## config.mk

```make
export PLATFORM = sky130hd
export DESIGN_NAME = compacting_value_list
export DESIGN_NICKNAME = d
export VERILOG_FILES = /design/src/rtl/core/cvl_pkg.sv /design/src/rtl/core/cvl_cell.sv /design/src/rtl/core/compacting_value_list.sv
export SDC_FILE = /design/constraint.sdc
export NUM_CORES = 2
export LEC_CHECK = 0
export BUFFER_PORTS_ARGS = -buffer_cell sky130_fd_sc_hd__buf_2
export CAP_MARGIN = 0
export CORE_UTILIZATION = 55
export CTS_CLUSTER_SIZE = 20
export DETAILED_ROUTE_END_ITERATION = 12
export GPL_TIMING_DRIVEN = 0
export PLACE_DENSITY = 0.77
export REMOVE_ABC_BUFFERS = 1
export SYNTH_ARGS = -nofsm -noshare
export SYNTH_HDL_FRONTEND = slang
export SYNTH_HIERARCHICAL = 1
export SYNTH_SLANG_ARGS = --single-unit
```

## constraint.sdc

```tcl
create_clock -name i_clk -period 18.95 [get_ports i_clk]
set_input_delay 0.9475 -clock i_clk [delete_from_list [all_inputs] [get_ports i_clk]]
set_output_delay 0.9475 -clock i_clk [all_outputs]
set_load 0.02 [all_outputs]
```

## src/rtl/core/cvl_pkg.sv

```systemverilog
// shared types and codes for the compacting value list
package cvl_pkg;

    localparam int VALUE_W  = 32;
    localparam int STATUS_W = 2;
    localparam int COUNT_W  = 7;

    // operation carried in tuser
    localparam logic FUNC_ADD    = 1'b0;
    localparam logic FUNC_REMOVE = 1'b1;

    // result status codes
    localparam logic [STATUS_W-1:0] ST_OK        = 2'd0;
    localparam logic [STATUS_W-1:0] ST_NOT_FOUND = 2'd1;
    localparam logic [STATUS_W-1:0] ST_FULL      = 2'd2;

    typedef enum logic [2:0] {
        S_IDLE   = 3'b001,
        S_SWEEP  = 3'b010,
        S_COMMIT = 3'b100
    } t_state;

    // broadcast control from the sequencer to every cell
    typedef struct packed {
        logic append;
        logic search;
        logic sweep;
        logic commit;
    } t_cell_ctl;

endpackage

```

## src/rtl/core/cvl_cell.sv

```systemverilog
// one list cell: holds an entry, compares it and passes the hit mark on
module cvl_cell #(
    parameter int IDX    = 0,
    parameter int FILL_W = 7
) (
    input  logic                          i_clk,
    input  logic                          i_rst_n,
    input  cvl_pkg::t_cell_ctl            i_ctl,
    input  logic [FILL_W-1:0]             i_fill,
    input  logic [cvl_pkg::VALUE_W-1:0]   i_value,
    input  logic                          i_seen_prev,
    input  logic [cvl_pkg::VALUE_W-1:0]   i_next_val,
    output logic [cvl_pkg::VALUE_W-1:0]   o_val,
    output logic                          o_seen
);

    localparam logic [FILL_W-1:0] MY_IDX = FILL_W'(IDX);

    logic [cvl_pkg::VALUE_W-1:0] r_val;
    logic                        r_match;
    logic                        r_seen;
    logic                        w_valid;

    assign w_valid = (i_fill > MY_IDX);

    // entry payload, no reset
    always_ff @(posedge i_clk) begin
        if (i_ctl.append && (i_fill == MY_IDX)) begin
            r_val <= i_value;
        end else if (i_ctl.commit && r_seen) begin
            r_val <= i_next_val;
        end
    end

    // hit mark ripples one cell per cycle toward the tail
    always_ff @(posedge i_clk) begin
        if (!i_rst_n) begin
            r_match <= 1'b0;
            r_seen  <= 1'b0;
        end else if (i_ctl.search) begin
            r_match <= w_valid && (r_val == i_value);
            r_seen  <= 1'b0;
        end else if (i_ctl.sweep) begin
            r_seen  <= i_seen_prev | r_match;
        end
    end

    assign o_val  = r_val;
    assign o_seen = r_seen;

endmodule

```

## src/rtl/core/compacting_value_list.sv

```systemverilog
// top level of the compacting value list
//
// ordered list of signed 32-bit values, up to DEPTH entries packed from the head
// input beat: tuser[0] = func (0 add, 1 remove), tdata = value
// output beat: one per input beat, tdata = status and resulting count
// an add appends at the tail; on a full list it is dropped with status full
// a remove deletes the first entry equal to the value and closes the gap
//
// an add shows its result in the cycle after it is accepted
// a remove compares every cell at once when it is accepted, then ripples the
// hit mark down the row of cells in the sweep state, then shifts the later
// entries toward the head in the commit state
// one item is in flight at a time; s_tready is high only when idle and the
// output register is empty, so a stalled receiver holds off the next beat
// the next beat can be taken only once the result beat has been taken
// reset clears the fill count and the sequencer; entries need no clearing
// since only cells below the fill count are ever compared
module compacting_value_list #(
    parameter int DEPTH = 64
) (
    input  logic        i_clk,
    input  logic        i_rst_n,
    input  logic        i_s_tvalid,
    output logic        o_s_tready,
    input  logic [31:0] i_s_tdata,   // [31:0] value
    input  logic [0:0]  i_s_tuser,   // [0] func
    output logic        o_m_tvalid,
    input  logic        i_m_tready,
    output logic [15:0] o_m_tdata    // [1:0] status, [8:2] count, [15:9] zero
);

    localparam int FILL_W = $clog2(DEPTH + 1);
    localparam int CNT_W  = $clog2(DEPTH);
    localparam logic [FILL_W-1:0] FULL_FILL = FILL_W'(DEPTH);
    localparam logic [CNT_W-1:0]  LAST_CNT  = CNT_W'(DEPTH - 1);

    cvl_pkg::t_state    r_state, n_state;
    logic [FILL_W-1:0]  r_fill, n_fill;
    logic [CNT_W-1:0]   r_cnt, n_cnt;
    logic               r_out_valid, n_out_valid;
    logic [cvl_pkg::STATUS_W-1:0] r_status, n_status;
    logic [cvl_pkg::COUNT_W-1:0]  r_count, n_count;

    cvl_pkg::t_cell_ctl w_ctl;
    logic               w_accept;
    logic               w_full;
    logic               w_found;

    logic [cvl_pkg::VALUE_W-1:0] w_val  [DEPTH];
    logic                        w_seen [DEPTH];

    assign o_s_tready = (r_state == cvl_pkg::S_IDLE) && !r_out_valid;
    assign w_accept   = i_s_tvalid && o_s_tready;
    assign w_full     = (r_fill == FULL_FILL);
    // after the full sweep the tail cell holds the or of every hit
    assign w_found    = w_seen[DEPTH-1];

    always_comb begin
        w_ctl.append = w_accept && (i_s_tuser[0] == cvl_pkg::FUNC_ADD) && !w_full;
        w_ctl.search = w_accept && (i_s_tuser[0] == cvl_pkg::FUNC_REMOVE);
        w_ctl.sweep  = (r_state == cvl_pkg::S_SWEEP);
        w_ctl.commit = (r_state == cvl_pkg::S_COMMIT);
    end

    // row of cells, each handing its entry and hit mark to its neighbor
    for (genvar g = 0; g < DEPTH; g++) begin : g_cell
        logic                        w_prev;
        logic [cvl_pkg::VALUE_W-1:0] w_next;
        if (g == 0) begin : g_head
            assign w_prev = 1'b0;
        end else begin : g_body
            assign w_prev = w_seen[g-1];
        end
        if (g == DEPTH - 1) begin : g_tail
            assign w_next = w_val[g];
        end else begin : g_inner
            assign w_next = w_val[g+1];
        end
        cvl_cell #(
            .IDX    (g),
            .FILL_W (FILL_W)
        ) u_cell (
            .i_clk       (i_clk),
            .i_rst_n     (i_rst_n),
            .i_ctl       (w_ctl),
            .i_fill      (r_fill),
            .i_value     (i_s_tdata),
            .i_seen_prev (w_prev),
            .i_next_val  (w_next),
            .o_val       (w_val[g]),
            .o_seen      (w_seen[g])
        );
    end

    // sequencer and result register
    always_comb begin
        n_state     = r_state;
        n_fill      = r_fill;
        n_cnt       = r_cnt;
        n_out_valid = r_out_valid && !i_m_tready;
        n_status    = r_status;
        n_count     = r_count;
        case (r_state)
            cvl_pkg::S_IDLE: begin
                if (w_accept) begin
                    if (i_s_tuser[0] == cvl_pkg::FUNC_ADD) begin
                        n_out_valid = 1'b1;
                        if (w_full) begin
                            n_status = cvl_pkg::ST_FULL;
                        end else begin
                            n_status = cvl_pkg::ST_OK;
                            n_fill   = r_fill + 1'b1;
                        end
                        n_count = cvl_pkg::COUNT_W'(n_fill);
                    end else begin
                        n_state = cvl_pkg::S_SWEEP;
                        n_cnt   = '0;
                    end
                end
            end
            cvl_pkg::S_SWEEP: begin
                n_cnt = r_cnt + 1'b1;
                if (r_cnt == LAST_CNT) begin
                    n_state = cvl_pkg::S_COMMIT;
                end
            end
            cvl_pkg::S_COMMIT: begin
                n_state     = cvl_pkg::S_IDLE;
                n_out_valid = 1'b1;
                if (w_found) begin
                    n_status = cvl_pkg::ST_OK;
                    n_fill   = r_fill - 1'b1;
                end else begin
                    n_status = cvl_pkg::ST_NOT_FOUND;
                end
                n_count = cvl_pkg::COUNT_W'(n_fill);
            end
            default: begin
                n_state = cvl_pkg::S_IDLE;
            end
        endcase
    end

    always_ff @(posedge i_clk) begin
        if (!i_rst_n) begin
            r_state     <= cvl_pkg::S_IDLE;
            r_fill      <= '0;
            r_cnt       <= '0;
            r_out_valid <= 1'b0;
        end else begin
            r_state     <= n_state;
            r_fill      <= n_fill;
            r_cnt       <= n_cnt;
            r_out_valid <= n_out_valid;
        end
    end

    always_ff @(posedge i_clk) begin
        r_status <= n_status;
        r_count  <= n_count;
    end

    assign o_m_tvalid = r_out_valid;
    assign o_m_tdata  = {7'd0, r_count, r_status};

endmodule

```

# ---- Yosys cells after proc, flatten, opt, wreduce, memory -nomap -nowiden
# Index checks and enable logic that the tools add are counted.
# Widths: inputs -> output; s select.
dict set report classes {
  multipliers 0
  muxes 146
  magnitude_cmp 64
  addsub 3
  n_shift 0
  n_bitwise 65
  div_mod_pow 0
  reduce_logical 270
  n_eq_ne 136
}
# operator n
set ops {}
lappend ops {{$mux 32} 126}
lappend ops {{$eq 32x32->1} 64}
lappend ops {{$eq 7x6->1 const B} 32}
lappend ops {{$gt 7x6->1 const B} 32}
lappend ops {{$logic_and 1x1->1} 197}
lappend ops {{$reduce_bool 2->1} 65}
lappend ops {{$eq 7x5->1 const B} 16}
lappend ops {{$gt 7x5->1 const B} 16}
lappend ops {{$or 1x1->1} 63}
lappend ops {{$eq 7x4->1 const B} 8}
lappend ops {{$gt 7x4->1 const B} 8}
lappend ops {{$eq 7x3->1 const B} 4}
lappend ops {{$gt 7x3->1 const B} 4}
lappend ops {{$mux 7} 4}
lappend ops {{$eq 7x2->1 const B} 2}
lappend ops {{$gt 7x1->1 const B} 2}
lappend ops {{$gt 7x2->1 const B} 2}
lappend ops {{$pmux 7 s2} 1}
lappend ops {{$mux 6} 2}
lappend ops {{$pmux 6 s2} 1}
lappend ops {{$mux 3} 3}
lappend ops {{$reduce_and 3->1} 3}
lappend ops {{$ne 2x2->1 const B} 4}
lappend ops {{$add 7x1->7 const B} 1}
lappend ops {{17 further kinds} 24}
dict set report totals {
  word_cells 882
  ram_bits 0
  mem_bits_ro 0
  inputBits 37
  regBits 2202
  latch_bits 0
  memories 0
  out_inout_bits 18
}

# ---- Depth between registers and ports, before layout
dict set report logic_depth {
  ltp_word 7
  mapped_depth 11
  mapped_depth_nobuf 10
}

# ---- Worst setup path after synthesis
# No wires, ideal clock.
dict set report synth_path {
  path_type {register to register}
  startpoint {reg r_fill[5]}
  endpoint {reg g_cell[31].u_cell.r_val, in the netlist g_cell[31].u_cell/o_val[0] (enable)}
  path_slack_ns 11.656
  setup_ns 0.388
  arrival_time_ns 6.906
  stages_incl_launch_ff 8
  path_cell_list {dfxtp_1 > nor3_1 > nand2_1 > and4_1 > nand4_1 > nor4_4 > buf_6 > a21o_1}
}
# item line
set synth_lines {}
lappend synth_lines {{from (decl)} compacting_value_list.sv:38} ;# logic [FILL_W-1:0] r_fill, n_fill;
lappend synth_lines {{from (signal assigned)} compacting_value_list.sv:152} ;# r_fill <= n_fill;
lappend synth_lines {{to (signal assigned)} cvl_cell.sv:29} ;# r_val <= i_value;
lappend synth_lines {{to (signal assigned)} cvl_cell.sv:31} ;# r_val <= i_next_val;
lappend synth_lines {{to (decl)} cvl_cell.sv:19} ;# logic [cvl_pkg::VALUE_W-1:0] r_val;

==> run summary <==
Post-synth EDFFs -> 2057
Final Hold Fails -> 0
post-route ant nets -> 0
# rows -> 173
Fmax -> 0.190 GHz
Non-Filler Instances -> 11505
Ports -> 55
status -> completed
GRT Util Overall -> 27.9%
ratio of cells with drive above 1 in the final layout -> 30.6%
final RePlAce weighted congestion -> 0.852
setup TNS -> 0 ns
Post-Syn Area -> 0.123 mm2
final worst path period need -> 5.26 ns
CP arrival -> 5.75 ns
post-synth top area cell -> edfxtp_1
# placed instances -> 11068
# diodes -> 0
die extent in y -> 475 um
CTS tree -> yes
fin nets -> 8375
Worst Hold Launch -> i_m_tready
# H-tree levels -> 4
vias in the first global route -> 74597
die width -> 475 um
CP required -> 19.43 ns
R2R Path End -> g_cell[17].u_cell/o_val[5]$_DFFE_PP_
synthesized flop and latch total -> 2202
startpoint class of the critical path -> flip-flop
post-CTS sizing -> 0
WHS Endpoint -> o_m_tvalid$_SDFF_PN0_
Clock Tree Root -> clkbuf_16
power per cell area -> 77.0 mW/mm2
synth unique cells -> 106
IO Port Bufs -> 47
most frequent cells in the layout -> edfxtp_1 (2057), xor2_1 (1226), mux2_4 (1098), mux2_2 (869), xnor2_1 (805)
initial antenna violation count -> 2
Final Skew -> 0.0433 ns
RSZ-0062 raised after global routing -> false
register-to-register setup slack -> 13.69 ns
fraction of registers with async set or reset after synthesis -> 0%
clock slew at the register clock pins of the worst setup and hold paths -> 0.06 ns
commonest register cell after synthesis -> edfxtp_1
Worst R2R Start -> r_fill[1]$_SDFFE_PN0P_
period utilisation layout -> 27.8%
Power, Total -> 10.4 mW
Worst Tran Pin Value -> 1.37 ns
total clock sinks -> 2202
detailed-route wire length -> 320 mm
Syn Area/Cell -> 15.0 um2
setup bufs post-CTS -> 0
register area share after synthesis -> 52.6%
CTS Buf Count -> 227
Max VDD drop -> 0.0898 mV
Starting DRT DRC Count -> 7239
hold path cells -> 3
Vias -> 72289
global-route wire length before repair -> 476 mm
Max Root-Sink Buffers -> 3
Initial Util -> 55.3%
Ys Warns -> 6
DP Wirelength -> 198 mm
min-delay worst type -> in2reg
relative slew slack -> 8.57%
fin util -> 60.5%
Final setup viols -> 0
Syn Inst Count -> 8182
number of cells on the worst reg-to-reg path -> 9
total global routing overflow -> 0
max-cap violations -> 0
CP Class -> reg2reg
Die Area -> 0.226 mm2
CP endpoint kind -> flip-flop
DRC violations left -> 0
Wirelength per Cell -> 27.8 um
largest net degree at the start of global routing -> 94
Core Region -> 0.222 mm2
vias per cell -> 6.28
TritonRoute pass-1 iters -> 6
Leak -> 48.0 nW
commonest non-fill, non-tap cell in the layout -> edfxtp_1
hold buffers post-CTS -> 0
clk_lat worst skew -> 0.88 ns
Synth-to-Final Area Change -> 9.32%
largest cells by area after synthesis -> edfxtp_1 (50%), mux2_4 (13%), xor2_1 (8.7%)
count of pins over their slew limit -> 0
Fill cells -> 16251
Worst Path Max Fanout -> 33
fraction of post-synthesis cell area in the top cell type by area -> 50.2%
-- worst max-delay path, stage by stage (launching register included) --
cell and delay (ns):
dfxtp_4 0.76, inv_1 0.18, ha_1 0.26, and3b_1 0.20
nand2_1 0.18, and4_4 0.61, buf_16 0.29, nand4_1 0.12
or4_2 1.05, nand2_1 1.10
-- how the worst max path moves through the flow --
stage          cells past startpoint              startpoint                               endpoint  slack [ns]
6_report                           9  r_fill[1]$_SDFFE_PN0P_   g_cell[17].u_cell/o_val[5]$_DFFE_PP_       13.69
5_1_grt                           10  r_fill[1]$_SDFFE_PN0P_   g_cell[25].u_cell/o_val[0]$_DFFE_PP_       13.44
4_1_cts                            9  r_fill[1]$_SDFFE_PN0P_   g_cell[26].u_cell/o_val[0]$_DFFE_PP_       13.64
3_5_place_dp                       9  r_fill[1]$_SDFFE_PN0P_   g_cell[56].u_cell/o_val[1]$_DFFE_PP_       13.68
3_3_place_gp                       5  r_fill[5]$_SDFFE_PN0P_  g_cell[15].u_cell/o_val[12]$_DFFE_PP_        2.43
2_1_floorplan                      5  r_fill[5]$_SDFFE_PN0P_   g_cell[15].u_cell/o_val[0]$_DFFE_PP_       10.55
-- state kept, by name, indices dropped and copies added, names as in the netlist --
register,flops
r_fill,7
r_status,2
o_m_tvalid,1
g_cell.u_cell/o_seen,64
g_cell.u_cell/o_val,2048
r_count,7
r_state,3
g_cell.u_cell/r_match,64
r_cnt,6
-- synthesized netlist by cell type (all sizes together) (95+ instances only) --
cell type,n
edfxtp,2057
nor2,121
xnor2,805
buf,216
nor4,371
mux2,2042
nand3,110
nand2,192
xor2,1226
nand4,259
o21ai,95
dfxtp,145
-- report_power, final --
group,leakage (nW),internal [mW],switching [mW]
Combinational,25.1,0.188,0.410
Clock,3.62,2.58,1.93
Sequential,19.3,5.24,0.00774
-- area by class of cell --
cell class                 count  area (um2)  area share, %
timing repair buffer         134        2710           2.01
tap                         2975        3720           2.77
sequential                  2202       64700           48.1
clock inverter               103        1180          0.877
clock buffer                 321        6270           4.66
multi-input combinational   5735       55800           41.5
inverter                      35         146          0.109
-- metrics by stage --
stage                     hold slack, ns  area (um2)  setup slack [ns]
after floorplan                    0.416      121000             10.55
after global placement             0.430      124000              2.43
after detailed placement           0.434      127000             13.68
after CTS                          0.280      134000             13.64
after global routing               0.335      135000             13.44
final                              0.341      135000             13.69
-- cell families (layout without fill, tap and decap cells) --
kind of cell,count (synthesis),after routing,synth area share [%]
other,1,8,0.00305
muxes,2046,2046,22.1
DFF,2202,2202,52.6
adders and majority gates,3,3,0.0305
and+or+nand+nor,1295,1295,6.78
buffers and inverters,252,593,2.19
xor gates and xnor gates,2031,2031,14.5
AOI/OAI and AO/OA,352,352,1.91
-- per-layer routing --
layer	track usage [%]	vias up	wire length, um
li1	-	31273	-
met4	9.36	2	10600
met2	45.8	3340	152000
met3	4.55	739	25400
met1	37.5	36935	132000
met5	0	-	13
Note: power is estimated with default switching activity, not from simulation.
